## config.mk

```make
export PLATFORM = sky130hd
export DESIGN_NAME = scalar_literal_classifier_top
export DESIGN_NICKNAME = d
export VERILOG_FILES = /design/src/rtl/core/slc_pkg.sv /design/src/rtl/core/slc_core.sv /design/src/rtl/core/scalar_literal_classifier_top.sv
export SDC_FILE = /design/constraint.sdc
export NUM_CORES = 1
export LEC_CHECK = 0
export BUFFER_PORTS_ARGS = -buffer_cell sky130_fd_sc_hd__buf_2
export CORE_UTILIZATION = 35
export DETAILED_ROUTE_END_ITERATION = 8
export PLACE_DENSITY_LB_ADDON = 0.3
export SYNTH_ARGS = -nofsm -noshare
export SYNTH_HDL_FRONTEND = slang
export SYNTH_SLANG_ARGS = --single-unit
```

## constraint.sdc

```tcl
create_clock -name i_clk -period 6.4 [get_ports i_clk]
set_input_delay 1.28 -clock i_clk [delete_from_list [all_inputs] [get_ports i_clk]]
set_output_delay 1.28 -clock i_clk [all_outputs]
set_load 0.02 [all_outputs]
```

## src/rtl/core/slc_pkg.sv

```systemverilog
package slc_pkg;

    localparam logic [2:0] KIND_INVALID = 3'd0;
    localparam logic [2:0] KIND_SPECIAL = 3'd1;
    localparam logic [2:0] KIND_CHAR    = 3'd2;
    localparam logic [2:0] KIND_INT     = 3'd3;
    localparam logic [2:0] KIND_FLOAT   = 3'd4;
    localparam logic [2:0] KIND_DOUBLE  = 3'd5;

    localparam int NUM_SPEC = 8;
    localparam int NUM_BAD  = 6;

    typedef struct packed {
        logic       valid;
        logic [2:0] kind;
    } t_res;

    localparam logic [2:0] SPEC_LEN [0:NUM_SPEC-1] = '{
        3'd3, 3'd4, 3'd4, 3'd5, 3'd4, 3'd5, 3'd3, 3'd4
    };

    localparam logic [7:0] SPEC_TXT [0:NUM_SPEC-1][0:4] = '{
        '{"i", "n", "f", 8'h00, 8'h00},
        '{"i", "n", "f", "f", 8'h00},
        '{"+", "i", "n", "f", 8'h00},
        '{"+", "i", "n", "f", "f"},
        '{"-", "i", "n", "f", 8'h00},
        '{"-", "i", "n", "f", "f"},
        '{"n", "a", "n", 8'h00, 8'h00},
        '{"n", "a", "n", "f", 8'h00}
    };

    localparam logic [2:0] BAD_LEN [0:NUM_BAD-1] = '{
        3'd2, 3'd2, 3'd3, 3'd3, 3'd3, 3'd3
    };

    localparam logic [7:0] BAD_TXT [0:NUM_BAD-1][0:2] = '{
        '{"-", ".", 8'h00},
        '{"+", ".", 8'h00},
        '{"+", ".", "f"},
        '{"+", ".", "F"},
        '{"-", ".", "f"},
        '{"-", ".", "F"}
    };

    function automatic logic is_digit(input logic [7:0] c);
        return c inside {[8'h30:8'h39]};
    endfunction

    function automatic logic is_sign(input logic [7:0] c);
        return c inside {8'h2b, 8'h2d};
    endfunction

    function automatic logic spec_hit(input logic [2:0] k, input logic [2:0] p,
                                      input logic [7:0] c);
        logic hit;
        hit = 1'b0;
        if (p < SPEC_LEN[k]) begin
            hit = (SPEC_TXT[k][p] == c);
        end
        return hit;
    endfunction

    function automatic logic bad_hit(input logic [2:0] k, input logic [2:0] p,
                                     input logic [7:0] c);
        logic hit;
        hit = 1'b0;
        if (p < BAD_LEN[k]) begin
            hit = (BAD_TXT[k][p[1:0]] == c);
        end
        return hit;
    endfunction

endpackage

```

## src/rtl/core/slc_core.sv

```systemverilog
module slc_core (
    input  logic               i_clk,
    input  logic               i_rst_n,
    input  logic               i_take,
    input  logic [7:0]         i_ch,
    input  logic               i_last,
    output slc_pkg::t_res      o_res
);

    logic [2:0]                   r_count, n_count;
    logic [7:0]                   r_first, n_first;
    logic                         r_tail, n_tail;
    logic                         r_numok, n_numok;
    logic                         r_suffix, n_suffix;
    logic [1:0]                   r_dots, n_dots;
    logic [slc_pkg::NUM_SPEC-1:0] r_spec, n_spec;
    logic [slc_pkg::NUM_BAD-1:0]  r_bad, n_bad;

    logic       dig, dot, suf, body;
    logic       spec, bad;
    logic [2:0] kind;

    always_comb begin
        dig  = slc_pkg::is_digit(i_ch);
        dot  = (i_ch == 8'h2e);
        suf  = (i_ch == 8'h66) || (i_ch == 8'h46);
        body = dig || dot || ((r_count == 3'd0) && slc_pkg::is_sign(i_ch));

        for (int k = 0; k < slc_pkg::NUM_SPEC; k++) begin
            n_spec[k] = r_spec[k] && slc_pkg::spec_hit(3'(k), r_count, i_ch);
        end
        for (int k = 0; k < slc_pkg::NUM_BAD; k++) begin
            n_bad[k] = r_bad[k] && slc_pkg::bad_hit(3'(k), r_count, i_ch);
        end

        n_suffix = r_numok && suf;
        n_numok  = r_numok && body;
        n_first  = (r_count == 3'd0) ? i_ch : r_first;
        n_tail   = (r_count == 3'd0) ? r_tail : (r_tail && dig);
        n_dots   = (dot && (r_dots != 2'd2)) ? r_dots + 2'd1 : r_dots;
        n_count  = (r_count != 3'd7) ? r_count + 3'd1 : r_count;

        spec = 1'b0;
        for (int k = 0; k < slc_pkg::NUM_SPEC; k++) begin
            spec = spec || (n_spec[k] && (slc_pkg::SPEC_LEN[k] == n_count));
        end
        bad = 1'b0;
        for (int k = 0; k < slc_pkg::NUM_BAD; k++) begin
            bad = bad || (n_bad[k] && (slc_pkg::BAD_LEN[k] == n_count));
        end

        if (spec) begin
            kind = slc_pkg::KIND_SPECIAL;
        end else if ((n_count == 3'd1) && !slc_pkg::is_digit(n_first)) begin
            kind = slc_pkg::KIND_CHAR;
        end else if ((slc_pkg::is_digit(n_first) || slc_pkg::is_sign(n_first)) &&
                     ((n_count == 3'd1) || n_tail)) begin
            kind = slc_pkg::KIND_INT;
        end else if (bad) begin
            kind = slc_pkg::KIND_INVALID;
        end else if ((n_count >= 3'd3) && n_suffix && (n_dots == 2'd1)) begin
            kind = slc_pkg::KIND_FLOAT;
        end else if ((n_count >= 3'd2) && n_numok && (n_dots == 2'd1)) begin
            kind = slc_pkg::KIND_DOUBLE;
        end else begin
            kind = slc_pkg::KIND_INVALID;
        end

        o_res.valid = i_take && i_last;
        o_res.kind  = kind;
    end

    always_ff @(posedge i_clk) begin
        if (!i_rst_n || (i_take && i_last)) begin
            r_count  <= '0;
            r_first  <= '0;
            r_tail   <= 1'b1;
            r_numok  <= 1'b1;
            r_suffix <= 1'b0;
            r_dots   <= '0;
            r_spec   <= '1;
            r_bad    <= '1;
        end else if (i_take) begin
            r_count  <= n_count;
            r_first  <= n_first;
            r_tail   <= n_tail;
            r_numok  <= n_numok;
            r_suffix <= n_suffix;
            r_dots   <= n_dots;
            r_spec   <= n_spec;
            r_bad    <= n_bad;
        end
    end

endmodule

```

## src/rtl/core/scalar_literal_classifier_top.sv

```systemverilog
// scalar literal classifier
// input channel: i_valid, i_ch, i_last, with o_stall back to the sender.
// one byte of the literal per beat, first byte first; i_last marks the
// final byte. a beat is taken on a clock edge with i_valid high and
// o_stall low.
// output channel: o_valid, o_kind, with i_stall from the receiver. one
// result beat per literal, given for its final byte only.
// throughput: one byte per cycle while o_stall is low, set by the single state update between
// the running state registers and the result register.
// the result of the final byte is registered in the output register, which drives o_valid.
// a stalled result holds in the output register; a second result parks
// in a one-entry skid register, and o_stall is high only while that
// skid register is full.
// reset (i_rst_n low, synchronous) empties both result registers and
// returns the running state to the start of a new literal.
module scalar_literal_classifier_top (
    input  logic       i_clk,
    input  logic       i_rst_n,
    input  logic       i_valid,
    input  logic [7:0] i_ch,
    input  logic       i_last,
    output logic       o_stall,
    output logic       o_valid,
    output logic [2:0] o_kind,
    input  logic       i_stall
);

    slc_pkg::t_res res;
    slc_pkg::t_res r_out;
    slc_pkg::t_res r_skid;
    logic          take;
    logic          out_free;

    assign o_stall  = r_skid.valid;
    assign take     = i_valid && !r_skid.valid;
    assign out_free = !r_out.valid || !i_stall;
    assign o_valid  = r_out.valid;
    assign o_kind   = r_out.kind;

    slc_core u_core (
        .i_clk   (i_clk),
        .i_rst_n (i_rst_n),
        .i_take  (take),
        .i_ch    (i_ch),
        .i_last  (i_last),
        .o_res   (res)
    );

    always_ff @(posedge i_clk) begin
        if (!i_rst_n) begin
            r_out.valid  <= 1'b0;
            r_skid.valid <= 1'b0;
        end else if (out_free) begin
            if (r_skid.valid) begin
                r_out        <= r_skid;
                r_skid.valid <= 1'b0;
            end else begin
                r_out <= res;
            end
        end else if (res.valid) begin
            r_skid <= res;
        end
    end

endmodule

```

# Word level (Yosys, flattened, before mapping)
# Memories as Yosys holds them, arrays and structs flattened.
# Cells that the tools add are included.
# Widths: inputs -> output; s select.
# classes
addsub,2
n_eq_ne,29
n_lt_le_gt_ge,12
n_mux,59
reduce_logical,73
bitwise_logic,4
# op_table
op,n
$mux 8,29
$eq 8x8->1,14
$bmux 8 s2,6
$logic_and 1x1->1,43
$eq 8x6->1 const B,5
$mux 3,7
$logic_or 1x1->1,19
$eq 8x7->1 const B,2
$ge 8x6->1 const B,2
$le 8x6->1 const B,2
$mux 1,15
$eq 2x3->1 const A,2
$eq 3x3->1 const A,2
$ge 3x2->1 const B,2
$lt 3x2->1 const B,2
$lt 3x3->1 const B,2
$logic_not 1->1,5
$ge 4x4->1 const B,1
$mux 4,1
$not 3->4,1
$reduce_bool 2->1,2
$add 3x1->3 const B,1
$eq 3x1->1 const B,1
$ge 3x3->1 const B,1
11 further kinds,12
# word_totals
n_memories,8
wordCells,198
output_inout_bits,5
romBits,512
in_bits,13
regBits,37
# memory_table
name,words,word_bits,read_ports,rd_clocked_by_memory_dff,wr,line_no,rtl
(no name shown),8,8,1,0,0,slc_pkg.sv:59,hit = (SPEC_TXT[k][p] == c);
(no name shown),8,8,1,0,0,slc_pkg.sv:59,
(no name shown),8,8,1,0,0,slc_pkg.sv:59,
(no name shown),8,8,1,0,0,slc_pkg.sv:59,
(no name shown),8,8,1,0,0,slc_pkg.sv:59,
(no name shown),8,8,1,0,0,slc_pkg.sv:59,
+2 memories,--,--,--,--,--,--,

# Logic depth before layout (Yosys ltp)
# logic_depth
word_depth,18
ltp_mapped,10
depth_no_buf,8

# Cells and area by module
# A second synthesis with hierarchy kept.
# hier_totals
hier_cells,312
area_unflattened_um2,2601.2
# modules_own_cells
mod,cells_each,area_each_um2,n_inst,seq_area_each_um2
slc_core,293,2297.2,1,580.6
scalar_literal_classifier_top,19,304.0,1,220.2

# Worst setup path after synthesis
# OpenSTA, ideal clock, no wires.
# synth_timing
path_kind,in2reg
start,input i_ch[3]
end,"register r_out (netlist bit o_kind[2]), data pin"
arrival_ns,2.707
required_time_ns,6.133
slack_ns,3.426
setup_ns,0.267
path_stages,6
path_cell_list,or3b_1 > a221o_1 > a2111oi_4 > o2111ai_2 > o21ai_2 > o41ai_1
# synth_between
elab_chain_cells,14
# synth_rtl
element,line_no,rtl
start: declaration,scalar_literal_classifier_top.sv:20,"input logic [7:0] i_ch,"
$ge 8x6->1 (tied with other cells),slc_pkg.sv:47,return c inside {[8'h30:8'h39]};
$logic_and 1x1->1 (tied with other cells),slc_pkg.sv:47,
$logic_or 1x1->1 (tied with other cells),slc_core.sv:27,body = dig || dot || ((r_count == 3'd0) && slc_pkg::is_sign(i_ch));
$logic_or 1x1->1 or $logic_and 1x1->1 (tied branches),"slc_core.sv:27, slc_core.sv:49",
$logic_and 1x1->1 or $logic_or 1x1->1 (tied branches),"slc_core.sv:37, slc_core.sv:49",
$logic_and 1x1->1 or $logic_or 1x1->1 (tied branches) (2 in series),"slc_core.sv:63, slc_core.sv:49",
$mux 3 or $logic_or 1x1->1 (tied branches),"slc_core.sv:63, slc_core.sv:49",
$mux 3 or $logic_or 1x1->1 (tied branches),"slc_core.sv:61, slc_core.sv:49",
$mux 3,slc_core.sv:59,end else if (bad) begin
$mux 3,slc_core.sv:56,end else if ((slc_pkg::is_digit(n_first) || slc_pkg::is_sign(n_first)) &&
$mux 3,slc_core.sv:54,end else if ((n_count == 3'd1) && !slc_pkg::is_digit(n_first)) begin
$mux 3 *,slc_core.sv:52,if (spec) begin
$mux 4 *,scalar_literal_classifier_top.sv:54,if (r_skid.valid) begin
end signal: assignment,scalar_literal_classifier_top.sv:55,r_out <= r_skid;
end signal: assignment,scalar_literal_classifier_top.sv:58,r_out <= res;
end: declaration,scalar_literal_classifier_top.sv:29,slc_pkg::t_res r_out;
# Every way passes the cells marked *; elsewhere a longest branch is shown, timed or not.
# A chain may end at the register's enable or synchronous reset.

# Final worst setup path
# layout_timing
start,register u_core.r_count[1]
end,"register r_out (netlist bit o_kind[0]), data pin"
# layout_between
elab_chain_cells,18
# layout_rtl
element,line_no,rtl
start: declaration,slc_core.sv:10,"logic [2:0] r_count, n_count;"
start signal: assignment,slc_core.sv:84,r_count <= n_count;
$not 2->3 (implied by the code),slc_pkg.sv:69,hit = (BAD_TXT[k][p[1:0]] == c);
$bmux 8 s2,slc_pkg.sv:69,
$mux 8 (implied by the code) (2 in series),slc_pkg.sv:69,
$eq 8x8->1,slc_pkg.sv:69,
$mux 1,slc_pkg.sv:68,if (p < BAD_LEN[k]) begin
$logic_and 1x1->1,slc_core.sv:33,"n_bad[k] = r_bad[k] && slc_pkg::bad_hit(3'(k), r_count, i_ch);"
$logic_and 1x1->1,slc_core.sv:49,bad = bad || (n_bad[k] && (slc_pkg::BAD_LEN[k] == n_count));
$logic_or 1x1->1 (5 in series),slc_core.sv:49,
$mux 3,slc_core.sv:59,
$mux 3,slc_core.sv:56,
$mux 3,slc_core.sv:54,
$mux 3 *,slc_core.sv:52,
$mux 4 *,scalar_literal_classifier_top.sv:54,
# Every way passes the cells marked *; elsewhere a longest branch is shown, timed or not. The select of a mux whose other input is x is not followed.

==> results.txt <==
worst-path cell chain = inv_1 > ha_1 > nand2b_1 > xnor2_1 > nor4b_1 > a222oi_1 > o2bb2ai_1 > o31a_1
final std cells w/o fill = 416
ANT nets after route = 0
first-pass GRT wire length = 10,800 um
Power Total = 0.000545 W
Critical Path Sink Type = flip-flop
Core ar. = 0.00694 mm^2
io pins = 18
Via density = 5.61
fmax = 0.295 GHz
Gate Count Post-Synth = 318
Synth area leader = dfxtp_1
Post-Syn Nets = 338
Worst Path Required = 6.46 ns
final worst path period share = 53.0%
GR Util All Layers = 18.4%
Clock Latency Late Sink = 0.29 ns
PwrDens = 198 mW/mm^2
async set-reset flop share out of synthesis = 0%
largest net degree at the start of global routing = 30
Post-Syn Area per Cell = 8.08 um^2
Crit Path Class = flip-flop to flip-flop
Worst Setup Start Kind = flip-flop
# port buffers = 17
hold crit path type = flip-flop to flip-flop
placed inst area = 0.00267 mm^2
DR DRC count = 0
maximum clock path buffer count = 2
final wirelength = 6570 um
Nets = 339
share of the synthesized area in the top cell type = 24.2%
LEAKAGE = 1.01 nW
Die Ht = 87.7 um
TritonRoute pass-1 iters = 4
DP Wirelength = 4650 um
Seq/Total Area, Yosys = 31.2%
Slew @ Worst Pin = 1.10 ns
maximum vdd drop = 0.0000776 V
top cells by area, synth = dfxtp_1 (24%), edfxtp_1 (7.0%), nand2_1 (6.0%), a21oi_1 (4.7%), xnor2_1 (4.1%)
CP max stage cell = dfxtp_1
CP max FO = 13
status = finished, final reports clean
post-layout min period = 3.39 ns
vias in the first global route = 2,103
critical path arrival = 3.45 ns
fin area = 0.00276 mm^2
routed len/inst = 15.8 um
GR Overflow Total = 0
PostCTS Resize Cnt = 0
post-CTS setup buffer count = 0
Fin. Hold Viols = 0
# fillers = 736
clock sinks = 37
Worst Skew = 0.00677 ns
RSZ-0062 raised after global routing = no
initial antenna violation count = 0
Root Driver = clkbuf_8
Ant. Diodes = 0
cell row count = 30
yosys warns = 0
ys flop type = dfxtp_1
layout cell share with drive strength beyond 1 = 9.69%
Final Max Tran Viols = 0
CTS Buf Count = 5
Initial Util = 37.0%
DRT iter0 DRCs = 184
setup tns final = 0 ns
Vias = 2,334
Yosys reg bits = 37
CTS clock-pin slew for the worst setup and hold paths = 0.08 ns
max incr delay on CP = 0.68 ns
total placed cells including tap cells = 408
Setup Viol. Count Final = 0
area delta synth->final = 7.31%
Mapped Area = 0.00257 mm^2
max cap viols = 0
distinct cell type count after synthesis = 64
Placer Congestion = 0.834
die width = 87.7 um
H-Tree Depth = 2
Post-CTS Hold Fix Bufs = 0
EDFF count, synth = 6
Slew HR = 26.5%
CTS tree = built
die area = 0.00769 mm^2
[worst max-delay path: cells and delay by family (launching register included)]
kind            cells  cell delay (ns)
fa+ha+maj           1             0.39
compound gates      3             1.06
buf+inv             1             0.27
simple gates        2             0.52
flops               1             0.68
xor+xnor            1             0.24
[stage by stage]
| stage | setup WS [ns] | hold WS, ns | utilization (%) |
|---|---|---|---|
| 3_3_place_gp | 3.00 | 0.445 | 38.5 |
| 6_report | 3.01 | 0.458 | 39.7 |
| 4_1_cts | 3.06 | 0.461 | 39.7 |
| 3_5_place_dp | 2.95 | 0.447 | 38.5 |
| 5_1_grt | 2.85 | 0.481 | 39.7 |
| 2_1_floorplan | 3.43 | 0.426 | - |
[cell families (layout without fill, tap and decap cells)]
kind of cell / count (synthesis) / after routing / share of synthesized area [%]
AOI/OAI and AO/OA: 88 / 88 / 24.5
xor gates and xnor gates: 20 / 20 / 6.82
adders and majority gates: 8 / 8 / 3.80
buffers and inverters: 30 / 32 / 5.07
DFF: 37 / 37 / 31.2
muxes: 3 / 3 / 1.17
and+or+nand+nor: 132 / 132 / 27.5
[routing by layer]
layer | part of all wire [%] | routed length (um) | vias to the layer above | GRT usage [%]
met2 | 46 | 3050 | 67 | 30.0
li1 | - | - | 1162 | -
met3 | 4.7 | 307 | 6 | 2.36
met1 | 48 | 3140 | 1099 | 25.2
met4 | 1.1 | 71 | 0 | 6.26
met5 | 0 | 0 | - | 0
[placed cells by master (no fill, tap or decap), types with 5 or more instances in the layout]
cell type,instances
buf_2,17
nor3b_1,5
inv_1,7
a211oi_1,5
and3b_1,5
ha_1,7
a221o_1,6
xnor2_1,12
dfxtp_1,31
nor2_1,20
nand2_1,41
xor2_1,8
and2_1,5
clkbuf_8,5
edfxtp_1,6
nor3_1,7
nand4_1,5
nand3_1,11
a21oi_1,24
nor2b_1,6
nand2b_1,8
o21ai_0,13
[where the power goes]
part / internal (W) / leakage, nW / switching [W]
registers: 0.000249 / 0.315 / 0.00000997
clock network: 0.0000753 / 0.0455 / 0.0000897
logic: 0.0000444 / 0.650 / 0.0000768
[flip-flops by register name (all words and copies together), names as in the netlist]
signal	cells
u_core.r_spec	8
u_core.r_tail	1
u_core.r_numok	1
u_core.r_bad	6
u_core.r_dots	2
u_core.r_first	8
o_valid	1
r_skid	3
o_kind	3
o_stall	1
u_core.r_count	3
[worst paths after layout]
path,slack (ns),from,cells past startpoint,endpoint
max,3.01,u_core.r_count[1],8,o_kind[0]
max reg2reg,3.01,u_core.r_count[1],8,o_kind[0]
min,0.46,u_core.r_first[7],2,u_core.r_first[7]
min reg2reg,0.46,u_core.r_first[7],2,u_core.r_first[7]
[synth_stat cells, drive strengths merged (4+ instances only)]
library cell  count
nand2            41
dfxtp            31
a21oi            24
nor2             20
buf              16
o21ai            14
xnor2            12
nand3            11
nand2b            8
xor2              8
clkbuf            7
ha                7
inv               7
nor3              7
a221o             6
and2              6
edfxtp            6
nor2b             6
a211oi            5
and3b             5
nand4             5
nor3b             5
a21o              4
a31oi             4
[area by class of cell]
| class | count | area [um^2] | area share [%] |
|---|---|---|---|
| Multi-Input combinational cell | 251 | 1640 | 59.4 |
| Inverter | 7 | 26.3 | 0.953 |
| Tap cell | 96 | 120 | 4.36 |
| Clock buffer | 5 | 68.8 | 2.50 |
| Timing Repair Buffer | 17 | 85.1 | 3.09 |
| Sequential cell | 37 | 801 | 29.1 |
| Clock inverter | 3 | 17.5 | 0.635 |
No activity file was read; power rests on OpenSTA's default activity.
